==> src/fifo_job_scheduler_assert.svh <==
// Assertion macros shared by the job scheduler modules.
`ifndef FIFO_JOB_SCHEDULER_ASSERT_SVH
`define FIFO_JOB_SCHEDULER_ASSERT_SVH

// Condition holds at every clock edge out of reset.
`define FJS_ASSERT_ALWAYS(lbl, cond) \
  lbl: assert property (@(posedge clk) disable iff (rst) (cond)) \
    else $error("fifo_job_scheduler assertion failed");

// Same-cycle implication.
`define FJS_ASSERT_IMP(lbl, ante, cons) \
  lbl: assert property (@(posedge clk) disable iff (rst) (ante) |-> (cons)) \
    else $error("fifo_job_scheduler assertion failed");

// Next-cycle implication.
`define FJS_ASSERT_NEXT(lbl, ante, cons) \
  lbl: assert property (@(posedge clk) disable iff (rst) (ante) |=> (cons)) \
    else $error("fifo_job_scheduler assertion failed");

`endif

==> src/fjs_pkg.sv <==
// Types and constants for the FIFO job scheduler.
package fjs_pkg;

  localparam int DEF_QUEUE_DEPTH = 16;
  localparam int PAGE_BITS       = 10;
  localparam int SPP_BITS        = 8;
  localparam int STAMP_BITS      = 32;
  localparam int BUSY_BITS       = 18;
  localparam int SUM_BITS        = 48;
  localparam int QUEUED_BITS     = 5;

  typedef enum logic {
    OP_ARRIVAL = 1'b0,
    OP_TICK    = 1'b1
  } op_t;

  typedef struct packed {
    op_t                  op;
    logic [PAGE_BITS-1:0] pages;
  } item_t;

  typedef struct packed {
    logic                   accepted;
    logic                   started;
    logic [PAGE_BITS-1:0]   served_pages;
    logic [STAMP_BITS-1:0]  served_wait;
    logic [STAMP_BITS-1:0]  jobs_seen;
    logic [SUM_BITS-1:0]    latency_total;
    logic [BUSY_BITS-1:0]   busy_left;
    logic [QUEUED_BITS-1:0] queued;
    logic [STAMP_BITS-1:0]  now;
  } result_t;

  typedef struct packed {
    logic [PAGE_BITS-1:0]  pages;
    logic [STAMP_BITS-1:0] stamp;
  } job_t;

  typedef struct packed {
    logic push;
    logic pop;
  } qctl_t;

endpackage

==> src/fifo_job_scheduler.sv <==
// Top level of the FIFO job scheduler.
// Takes one item (arrival or tick) per cycle: an item accepted on start & !busy
// gives its result beat on done after passing the input register and the result
// register, and items may follow back to back with no gaps. Between the two
// registers lies the single execute step (queue update,
// 10x8 service-time multiply, 48-bit saturating latency add). busy is high
// only during and just after reset. done/result cannot be stalled, so the
// receiver must take every beat in the cycle it appears. The per-page service
// rate may be written through cfg_we/cfg_wdata only while no item is in flight.
`include "fifo_job_scheduler_assert.svh"

module fifo_job_scheduler #(
  parameter int QUEUE_DEPTH = fjs_pkg::DEF_QUEUE_DEPTH,
  localparam int CW = $clog2(QUEUE_DEPTH + 1)
) (
  input  logic                         clk,
  input  logic                         rst,
  input  logic                         start,
  output logic                         busy,
  input  fjs_pkg::item_t               item,
  input  logic                         cfg_we,
  input  logic [fjs_pkg::SPP_BITS-1:0] cfg_wdata,
  output logic                         done,
  output fjs_pkg::result_t             result
);
  import fjs_pkg::*;

  logic                  held;
  item_t                 held_item;
  logic [SPP_BITS-1:0]   spp;
  logic [STAMP_BITS-1:0] clock_now;
  logic [STAMP_BITS-1:0] clock_now_next;
  logic [BUSY_BITS-1:0]  busy_cnt;
  logic [BUSY_BITS-1:0]  busy_cnt_next;
  logic [STAMP_BITS-1:0] job_total;
  logic [STAMP_BITS-1:0] job_total_next;
  logic [SUM_BITS-1:0]   wait_sum;
  logic [SUM_BITS-1:0]   wait_sum_next;
  result_t               result_next;

  qctl_t                 qctl;
  job_t                  wr_job;
  job_t                  head_job;
  logic [CW-1:0]         count;
  logic [CW-1:0]         count_next;

  logic                  arrival;
  logic                  tick;
  logic [BUSY_BITS-1:0]  load;
  logic [BUSY_BITS-1:0]  busy_mid;
  logic [STAMP_BITS-1:0] wait_ticks;
  logic [SUM_BITS:0]     sum_wide;

  fjs_queue #(
    .QUEUE_DEPTH (QUEUE_DEPTH)
  ) u_queue (
    .clk        (clk),
    .rst        (rst),
    .ctl        (qctl),
    .wr_job     (wr_job),
    .head_job   (head_job),
    .count      (count),
    .count_next (count_next)
  );

  always_comb begin
    arrival   = held && (held_item.op == OP_ARRIVAL);
    tick      = held && (held_item.op == OP_TICK);
    qctl.push = arrival && (count != CW'(QUEUE_DEPTH));
    qctl.pop  = tick && (busy_cnt == '0) && (count != '0);

    wr_job.pages = held_item.pages;
    wr_job.stamp = clock_now;

    // 1023 * 255 fits in 18 bits, so the product never saturates
    load       = BUSY_BITS'(head_job.pages) * BUSY_BITS'(spp);
    busy_mid   = qctl.pop ? load : busy_cnt;
    wait_ticks = clock_now - head_job.stamp;
    sum_wide   = {1'b0, wait_sum} + (SUM_BITS + 1)'(wait_ticks);

    busy_cnt_next  = busy_cnt;
    clock_now_next = clock_now;
    if (tick) begin
      busy_cnt_next  = (busy_mid != '0) ? busy_mid - 1'b1 : busy_mid;
      clock_now_next = clock_now + 1'b1;
    end

    wait_sum_next = wait_sum;
    if (qctl.pop) begin
      wait_sum_next = sum_wide[SUM_BITS] ? '1 : sum_wide[SUM_BITS-1:0];
    end

    job_total_next = qctl.push ? job_total + 1'b1 : job_total;

    result_next.accepted      = qctl.push;
    result_next.started       = qctl.pop;
    result_next.served_pages  = qctl.pop ? head_job.pages : '0;
    result_next.served_wait   = qctl.pop ? wait_ticks : '0;
    result_next.jobs_seen     = job_total_next;
    result_next.latency_total = wait_sum_next;
    result_next.busy_left     = busy_cnt_next;
    result_next.queued        = QUEUED_BITS'(count_next);
    result_next.now           = clock_now_next;
  end

  always_ff @(posedge clk) begin
    if (rst) begin
      held      <= 1'b0;
      done      <= 1'b0;
      busy      <= 1'b1;
      spp       <= SPP_BITS'(1);
      clock_now <= '0;
      busy_cnt  <= '0;
      job_total <= '0;
      wait_sum  <= '0;
    end else begin
      held      <= start && !busy;
      done      <= held;
      busy      <= 1'b0;
      clock_now <= clock_now_next;
      busy_cnt  <= busy_cnt_next;
      job_total <= job_total_next;
      wait_sum  <= wait_sum_next;
      if (cfg_we) begin
        spp <= cfg_wdata;
      end
    end
  end

  always_ff @(posedge clk) begin
    held_item <= item;
    result    <= result_next;
  end

  `FJS_ASSERT_NEXT(a_beat_in_flight, start && !busy, held)
  `FJS_ASSERT_IMP(a_start_when_idle, done && result.started, $past(busy_cnt) == '0)
  `FJS_ASSERT_NEXT(a_sum_only_on_start, !qctl.pop, wait_sum == $past(wait_sum))

endmodule

==> src/fjs_queue.sv <==
// Job queue: circular buffer in a memory with a registered head read.
`include "fifo_job_scheduler_assert.svh"

module fjs_queue #(
  parameter int QUEUE_DEPTH = fjs_pkg::DEF_QUEUE_DEPTH,
  localparam int PW = $clog2(QUEUE_DEPTH),
  localparam int CW = $clog2(QUEUE_DEPTH + 1)
) (
  input  logic          clk,
  input  logic          rst,
  input  fjs_pkg::qctl_t ctl,
  input  fjs_pkg::job_t  wr_job,
  output fjs_pkg::job_t  head_job,
  output logic [CW-1:0]  count,
  output logic [CW-1:0]  count_next
);
  import fjs_pkg::*;

  job_t          mem [QUEUE_DEPTH];
  logic [PW-1:0] head;
  logic [PW-1:0] head_next;
  logic [PW-1:0] tail;
  logic [PW-1:0] tail_next;

  always_comb begin
    head_next = head;
    tail_next = tail;
    count_next = count;
    if (ctl.pop) begin
      head_next = (head == PW'(QUEUE_DEPTH - 1)) ? '0 : head + 1'b1;
      count_next = count - 1'b1;
    end
    if (ctl.push) begin
      tail_next = (tail == PW'(QUEUE_DEPTH - 1)) ? '0 : tail + 1'b1;
      count_next = count + 1'b1;
    end
  end

  always_ff @(posedge clk) begin
    if (rst) begin
      head  <= '0;
      tail  <= '0;
      count <= '0;
    end else begin
      head  <= head_next;
      tail  <= tail_next;
      count <= count_next;
    end
  end

  // head_job always holds the entry at head; a write into that slot is forwarded
  always_ff @(posedge clk) begin
    if (ctl.push) begin
      mem[tail] <= wr_job;
    end
    if (ctl.push && tail == head_next) begin
      head_job <= wr_job;
    end else begin
      head_job <= mem[head_next];
    end
  end

  `FJS_ASSERT_ALWAYS(a_no_push_pop, !(ctl.push && ctl.pop))
  `FJS_ASSERT_ALWAYS(a_fill_bound, count <= CW'(QUEUE_DEPTH))
  `FJS_ASSERT_IMP(a_no_overrun, ctl.push, count != CW'(QUEUE_DEPTH))
  `FJS_ASSERT_IMP(a_no_underrun, ctl.pop, count != '0)

endmodule
==> config.mk <==
export PLATFORM = sky130hd
export DESIGN_NAME = fifo_job_scheduler
export DESIGN_NICKNAME = d
export VERILOG_FILES = /design/src/fjs_pkg.sv /design/src/fifo_job_scheduler.sv /design/src/fjs_queue.sv
export VERILOG_INCLUDE_DIRS = /design/src /design/src/src
export SDC_FILE = /design/constraint.sdc
export NUM_CORES = 1
export LEC_CHECK = 0
export ABC_AREA = 1
export CAP_MARGIN = 20
export CORE_MARGIN = 10
export CORE_UTILIZATION = 45
export DETAILED_ROUTE_END_ITERATION = 8
export DONT_BUFFER_PORTS = 1
export GPL_TIMING_DRIVEN = 0
export PLACE_DENSITY_LB_ADDON = 0.1
export SYNTH_ARGS = -nofsm -noshare
export SYNTH_HDL_FRONTEND = slang
export SYNTH_SLANG_ARGS = --single-unit
==> constraint.sdc <==
create_clock -name clk -period 7.8 [get_ports clk]
set_input_delay 0.39 -clock clk [delete_from_list [all_inputs] [get_ports clk]]
set_output_delay 0.39 -clock clk [all_outputs]
set_load 0.05 [all_outputs]
# == Word-level counts from Yosys, hierarchy flattened ==
# Memory sizes are Yosys's and may differ from the RTL's. A register that Yosys moved wholly into a read port is not among the register bits.
# Index checks and enable logic that the tools add are counted.
# totals
regBits,344
latch_bits,0
mem_bits_rw,672
romBits,0
inputBits,23
out_inout_bits,181
wordCells,62
memories,1
# classes
addsub,9
multipliers,1
div_mod_pow,0
order_cmp,0
eq_ne,3
shifts,0
mux,15
n_bitwise,1
n_reduce_logical,10
# mem_list
memory,depth,width,read_ports,rd_clocked_by_memory_dff,wr,line_no,source
u_queue.mem,16,42,1,1,1,fjs_queue.sv:19,job_t mem [QUEUE_DEPTH];
# op_table
operator,n
two-way mux 48 bit,2
adder 32 x 1 -> 32 bit (second input constant),2
two-way mux 32 bit,2
two-way mux 18 bit,3
adder 48 x 32 -> 49 bit,1
subtractor 32 bit,1
zero test 18 bit,1
multiplier 10 x 8 -> 18 bit,1
nonzero test 18 bit,1
subtractor 18 x 1 -> 18 bit (second input constant),1
two-way mux 4 bit,3
two-way mux 5 bit,2
adder 4 x 1 -> 4 bit (second input constant),2
equality test 4 bit (second input constant),2
logical AND 1 bit,6
adder 5 x 1 -> 5 bit (second input constant),1
!= test 5 bit (second input constant),1
nonzero test 5 bit,1
subtractor 5 x 1 -> 5 bit (second input constant),1
two-way mux 1 bit,3
zero test 1 bit,1
inverter 1 bit,1

# == Depth between registers and ports, before layout ==
# logic_depth
word_depth,7
mapped_depth,43
mapped_depth_nobuf,38

# == By module ==
# Synthesis repeated with hierarchy kept, for this count alone.
# unflattened
hier_cells,5417
hier_area_um2,48203.7
# modules_own_cells
module,instances,cells_per_inst,area_per_inst_um2
fjs_queue,1,2835,29418.2
fifo_job_scheduler,1,2582,18785.5

# == Worst setup path before layout ==
# Ideal clock, no wire load.
# synth_path
kind,flip-flop to flip-flop
start,register with a tool-made name
end,register busy_cnt[11]
setup_ns,0.132
t_arrival_ns,5.641
required_time_ns,7.668
slack_ns,2.026
path_stages_with_launch,33
path_buffers,5
period_less_slack_ns,5.774
cell_sequence,dfxtp_1 buf_2 inv_1 buf_2 buf_2 buf_2 nor2_1 o221ai_1 nand3_1 nand2_1 clkinv_1 nor2_1 fa_1 fa_1 fa_1 inv_1 fa_1 inv_1 ha_1 nand2_1 nor2_1 inv_1 nor2_1 nand2_1 nand2_1 nand2_1 nand3_1 nand2_1 nor2_1 nand4_4 buf_8 nand3_2 a21oi_1
# synth_rtl
element,line_no,source
end signal: assignment,fifo_job_scheduler.sv:121,busy_cnt <= busy_cnt_next;
end: declaration,fifo_job_scheduler.sv:33,logic [BUSY_BITS-1:0] busy_cnt;

==> flow_summary_export.csv <==
group,metric,value,unit
yosys,post-synth-top-count-cell,"nor2_1",
route,first_iter_violations,3360,
cells_and_area,finalNetCount,4746,
global_route,grt_pass1_wl,218.0,mm
yosys,ys_top_cells_by_count,"693 x nor2_1, 672 x edfxtp_1, 563 x nand2_1, 420 x inv_1, 407 x o21ai_0",
setup_path,cpPeakStageDelay,0.73,ns
placed_design,gp_congestion,0.9069,
clock_network,post-cts-setup-buffers,0,
global_route,antenna_found_initial,2,
floorplan,die_h,336.4,um
setup_path,path_buf_inv,9,
clock_network,clock-sinks,1020,
clock_network,clk_pin_slew,0.06,ns
timing,max-slew-margin-rel,0.2268,
timing,finalHoldViolations,0,
power_and_ir_drop,power.density,226.8,mW/mm^2
yosys,synth_fa_ha_area_frac,0.05306,
clock_network,cts_max_level,3,
timing,skew,0.03749,ns
global_route,grt_start_max_net_pins,25,
route,routedWlPerCell,25.14,um
yosys,synthesis.area,0.04504,mm^2
clock_network,root_buffer,"clkbuf_16",
power_and_ir_drop,p_sw,2729,uW
power_and_ir_drop,p_sw_frac,0.2342,
outcome,status,"complete, no violations",
power_and_ir_drop,power.share.sequential,0.498,
power_and_ir_drop,ir_drop,0.2036,mV
power_and_ir_drop,intPower,8926,uW
timing,post-route-period-util,0.9478,
global_route,grt_pass1_vias,32600,
setup_path,crit_path_end_kind,"flop",
yosys,postSynthNetCount,4580,
clock_network,cts_tree,"done",
floorplan,num_rows,115,
floorplan,io_pins,204,
yosys,synth_top_area_cell,"edfxtp_1",
cells_and_area,drive_above_1_share,0.08162,
route,drtAntennaViolNets,0,
setup_path,start_kind,"flop",
yosys,synth-compound-area-share,0.1137,
timing,rsz0062_at_grt,"no",
route,via_per_inst,5.642,
clock_network,clockBufferDepth,3,
setup_path,slowest_stage,"buf_1",
yosys,muxShareOfSynthArea,0.0004445,
yosys,synth_seq_area_share,0.6028,
floorplan,die-area,0.1131,mm^2
timing,worst_pin_slew,1.158,ns
yosys,synth-main-ff-cell,"edfxtp_1",
yosys,synthXorXnorAreaFrac,0.02211,
run,cap_violations,0,
timing,setup_viol,0,
cells_and_area,nFillCells,8973,
route,vias,33540,
yosys,synth_top_area_share,0.4481,
cells_and_area,final_cells,5945,
min_path,hold_depth,1,
setup_path,crit_fanout,10,
global_route,grt.total_usage,0.2602,
route,drc,0,
setup_path,worstPathArrival,7.95,ns
route,wl,149.5,mm
yosys,synth-edff-count,672,
clock_network,clock_latency,0.71,ns
placed_design,io_buffers,0,
yosys,synth_top_family_by_area,"simple AND/OR/NAND/NOR gates",
timing,drv_slew,0,
yosys,yosys.area_share.simple,0.1549,
timing,max_freq,0.1353,GHz
floorplan,dieWidth,336.4,um
placed_design,dp_hpwl,106.5,mm
yosys,synthArstFlopShare,0,
cells_and_area,final_util,0.5200,
floorplan,core,0.09885,mm^2
setup_path,cp_num_cells,32,
yosys,synthTopCellsByArea,"edfxtp_1 45%, dfxtp_1 15%, nor2_1 5.8%",
floorplan,initial_core_util,0.4556,
yosys,syn_area_per_cell,10.24,um^2
min_path,worst_hold_path_type,"in -> reg",
setup_path,crit_top_cell,"nand2_1",
route,firstDrtPassIters,6,
power_and_ir_drop,comb_power_share,0.060,
placed_design,placed_cells,5716,
power_and_ir_drop,p_clk_frac,0.441,
timing,fin_crit,7.393,ns
yosys,ys_ff_latch,1020,
setup_path,required,8.36,ns
setup_path,cp_top_family,"buffers and inverters",
cells_and_area,syn2layout_area_growth,14.13,%
setup_path,worstSetupPathType,"reg -> reg",
yosys,ys_warn_count,0,
global_route,overflow,0,
power_and_ir_drop,p_leak,0.01969,uW
yosys,syn_inst,4396,
clock_network,cts_buffers,107,
yosys,ys_types,61,
setup_path,rr_worst_depth,32,
-- registers in the layout, summed over array words and instances, names as in the netlist, named ones only --
name / flops
done: 1
u_queue.count: 5
wait_sum: 48
result: 179
u_queue.head: 4
u_queue.tail: 4
busy_cnt: 18
held_item: 11
job_total: 32
busy: 1
held: 1
u_queue.mem: 672
clock_now: 32
spp: 8
-- metal layers --
metal | global-route usage | vias up | wire [um]
met4 | 0.07902 | 0 | 4394
li1 | - | 15520 | -
met2 | 0.4049 | 1391 | 66980
met1 | 0.3501 | 16410 | 62830
met3 | 0.07374 | 216 | 15270
met5 | 0 | - | 0
-- stage by stage --
step	instance area (um^2)	setup slack, ns	total power (uW)	hold slack [ns]	setup TNS, ns
6_report	51400	0.4074	11660	0.2396	0
4_1_cts	51270	0.01618	11700	0.2008	0
3_3_place_gp	46650	-0.7062	6613	0.4178	-41.77
3_5_place_dp	47510	-0.3594	6617	0.4178	-9.655
2_1_floorplan	45040	2.026	6417	0.4177	0
5_1_grt	51400	0.0008535	12010	0.2248	0
-- cells in the final DEF (no fill, tap or decap), drive strengths merged, types with 2 or more instances in the layout --
cell and count:
o211ai 53, nor3 55, nand3 160, clkinvlp 7
mux2i 2, bufinv 7, and3 2, o221ai 114
a31oi 15, xor2 74, nand2 579, nor2 712
a21boi 4, o21ai 423, clkinv 34, clkbuf 303
o2111ai 2, or2 8, buf 68, ha 111
fa 50, diode 2, edfxtp 672, dfxtp 348
or3 2, o21a 17, a21oi 156, nand4 44
dlygate4sd3 22, nor4 20, a21o 11, xnor2 38
and2 27, inv 436, o22ai 63, nand3b 8
a211oi 2, o21bai 4
-- worst register-to-register path: cells and delay by family (launching register included) --
kind / cells / cell delay, ns
AO/OA/AOI/OAI: 10 / 2.12
AND/OR/NAND/NOR: 10 / 0.96
adder cells (fa/ha/maj): 2 / 0.64
flip-flops: 1 / 0.31
XOR/XNOR: 1 / 0.36
buffers and inverters: 9 / 2.86
-- cells by family after synthesis --
group | after synthesis
AND/OR/NAND/NOR | 1618
flip-flops | 1020
AO/OA/AOI/OAI | 866
buffers and inverters | 617
adder cells (fa/ha/maj) | 161
XOR/XNOR | 112
multiplexers | 2
-- what timing repair did --
action,in CTS,in global routing
hold endpoints to repair,21,0
resized for setup,19,45
hold buffers,22,0
endpoints found under the setup margin,94,132
-- power by group through the flow --
stage	Combinational, uW	Clock, uW	Sequential (uW)
5_1_grt	803	5400	5810
4_1_cts	707	5190	5810
3_3_place_gp	687	0	5930
3_5_place_dp	692	0	5920
6_report	703	5140	5810
2_1_floorplan	507	0	5910
-- path summary, 6_finish.rpt --
path                       startpoint                      end  slack [ns]
max                              flop  wait_sum[28]$_SDFF_PP0_        0.41
min                               rst             busy$_DFF_P_        0.24
max reg2reg                      flop  wait_sum[28]$_SDFF_PP0_        0.41
min reg2reg  job_total[21]$_SDFF_PP0_      result[124]$_DFF_P_        0.47
-- final cells by class --
| type | count | area (um^2) | area share |
|---|---|---|---|
| diodes | 2 | 5.005 | 0.00009737 |
| inverters | 440 | 1667 | 0.03242 |
| repair buffers | 58 | 1015 | 0.01974 |
| multi-input cells | 2759 | 15650 | 0.3045 |
| well taps | 1287 | 1610 | 0.03133 |
| flip-flops and latches | 1020 | 27150 | 0.5281 |
| clock buffers | 159 | 3064 | 0.05961 |
| plain buffers | 176 | 784.5 | 0.01526 |
| clock inverters | 44 | 456.7 | 0.008885 |
Note: power is estimated with default switching activity, not from simulation.
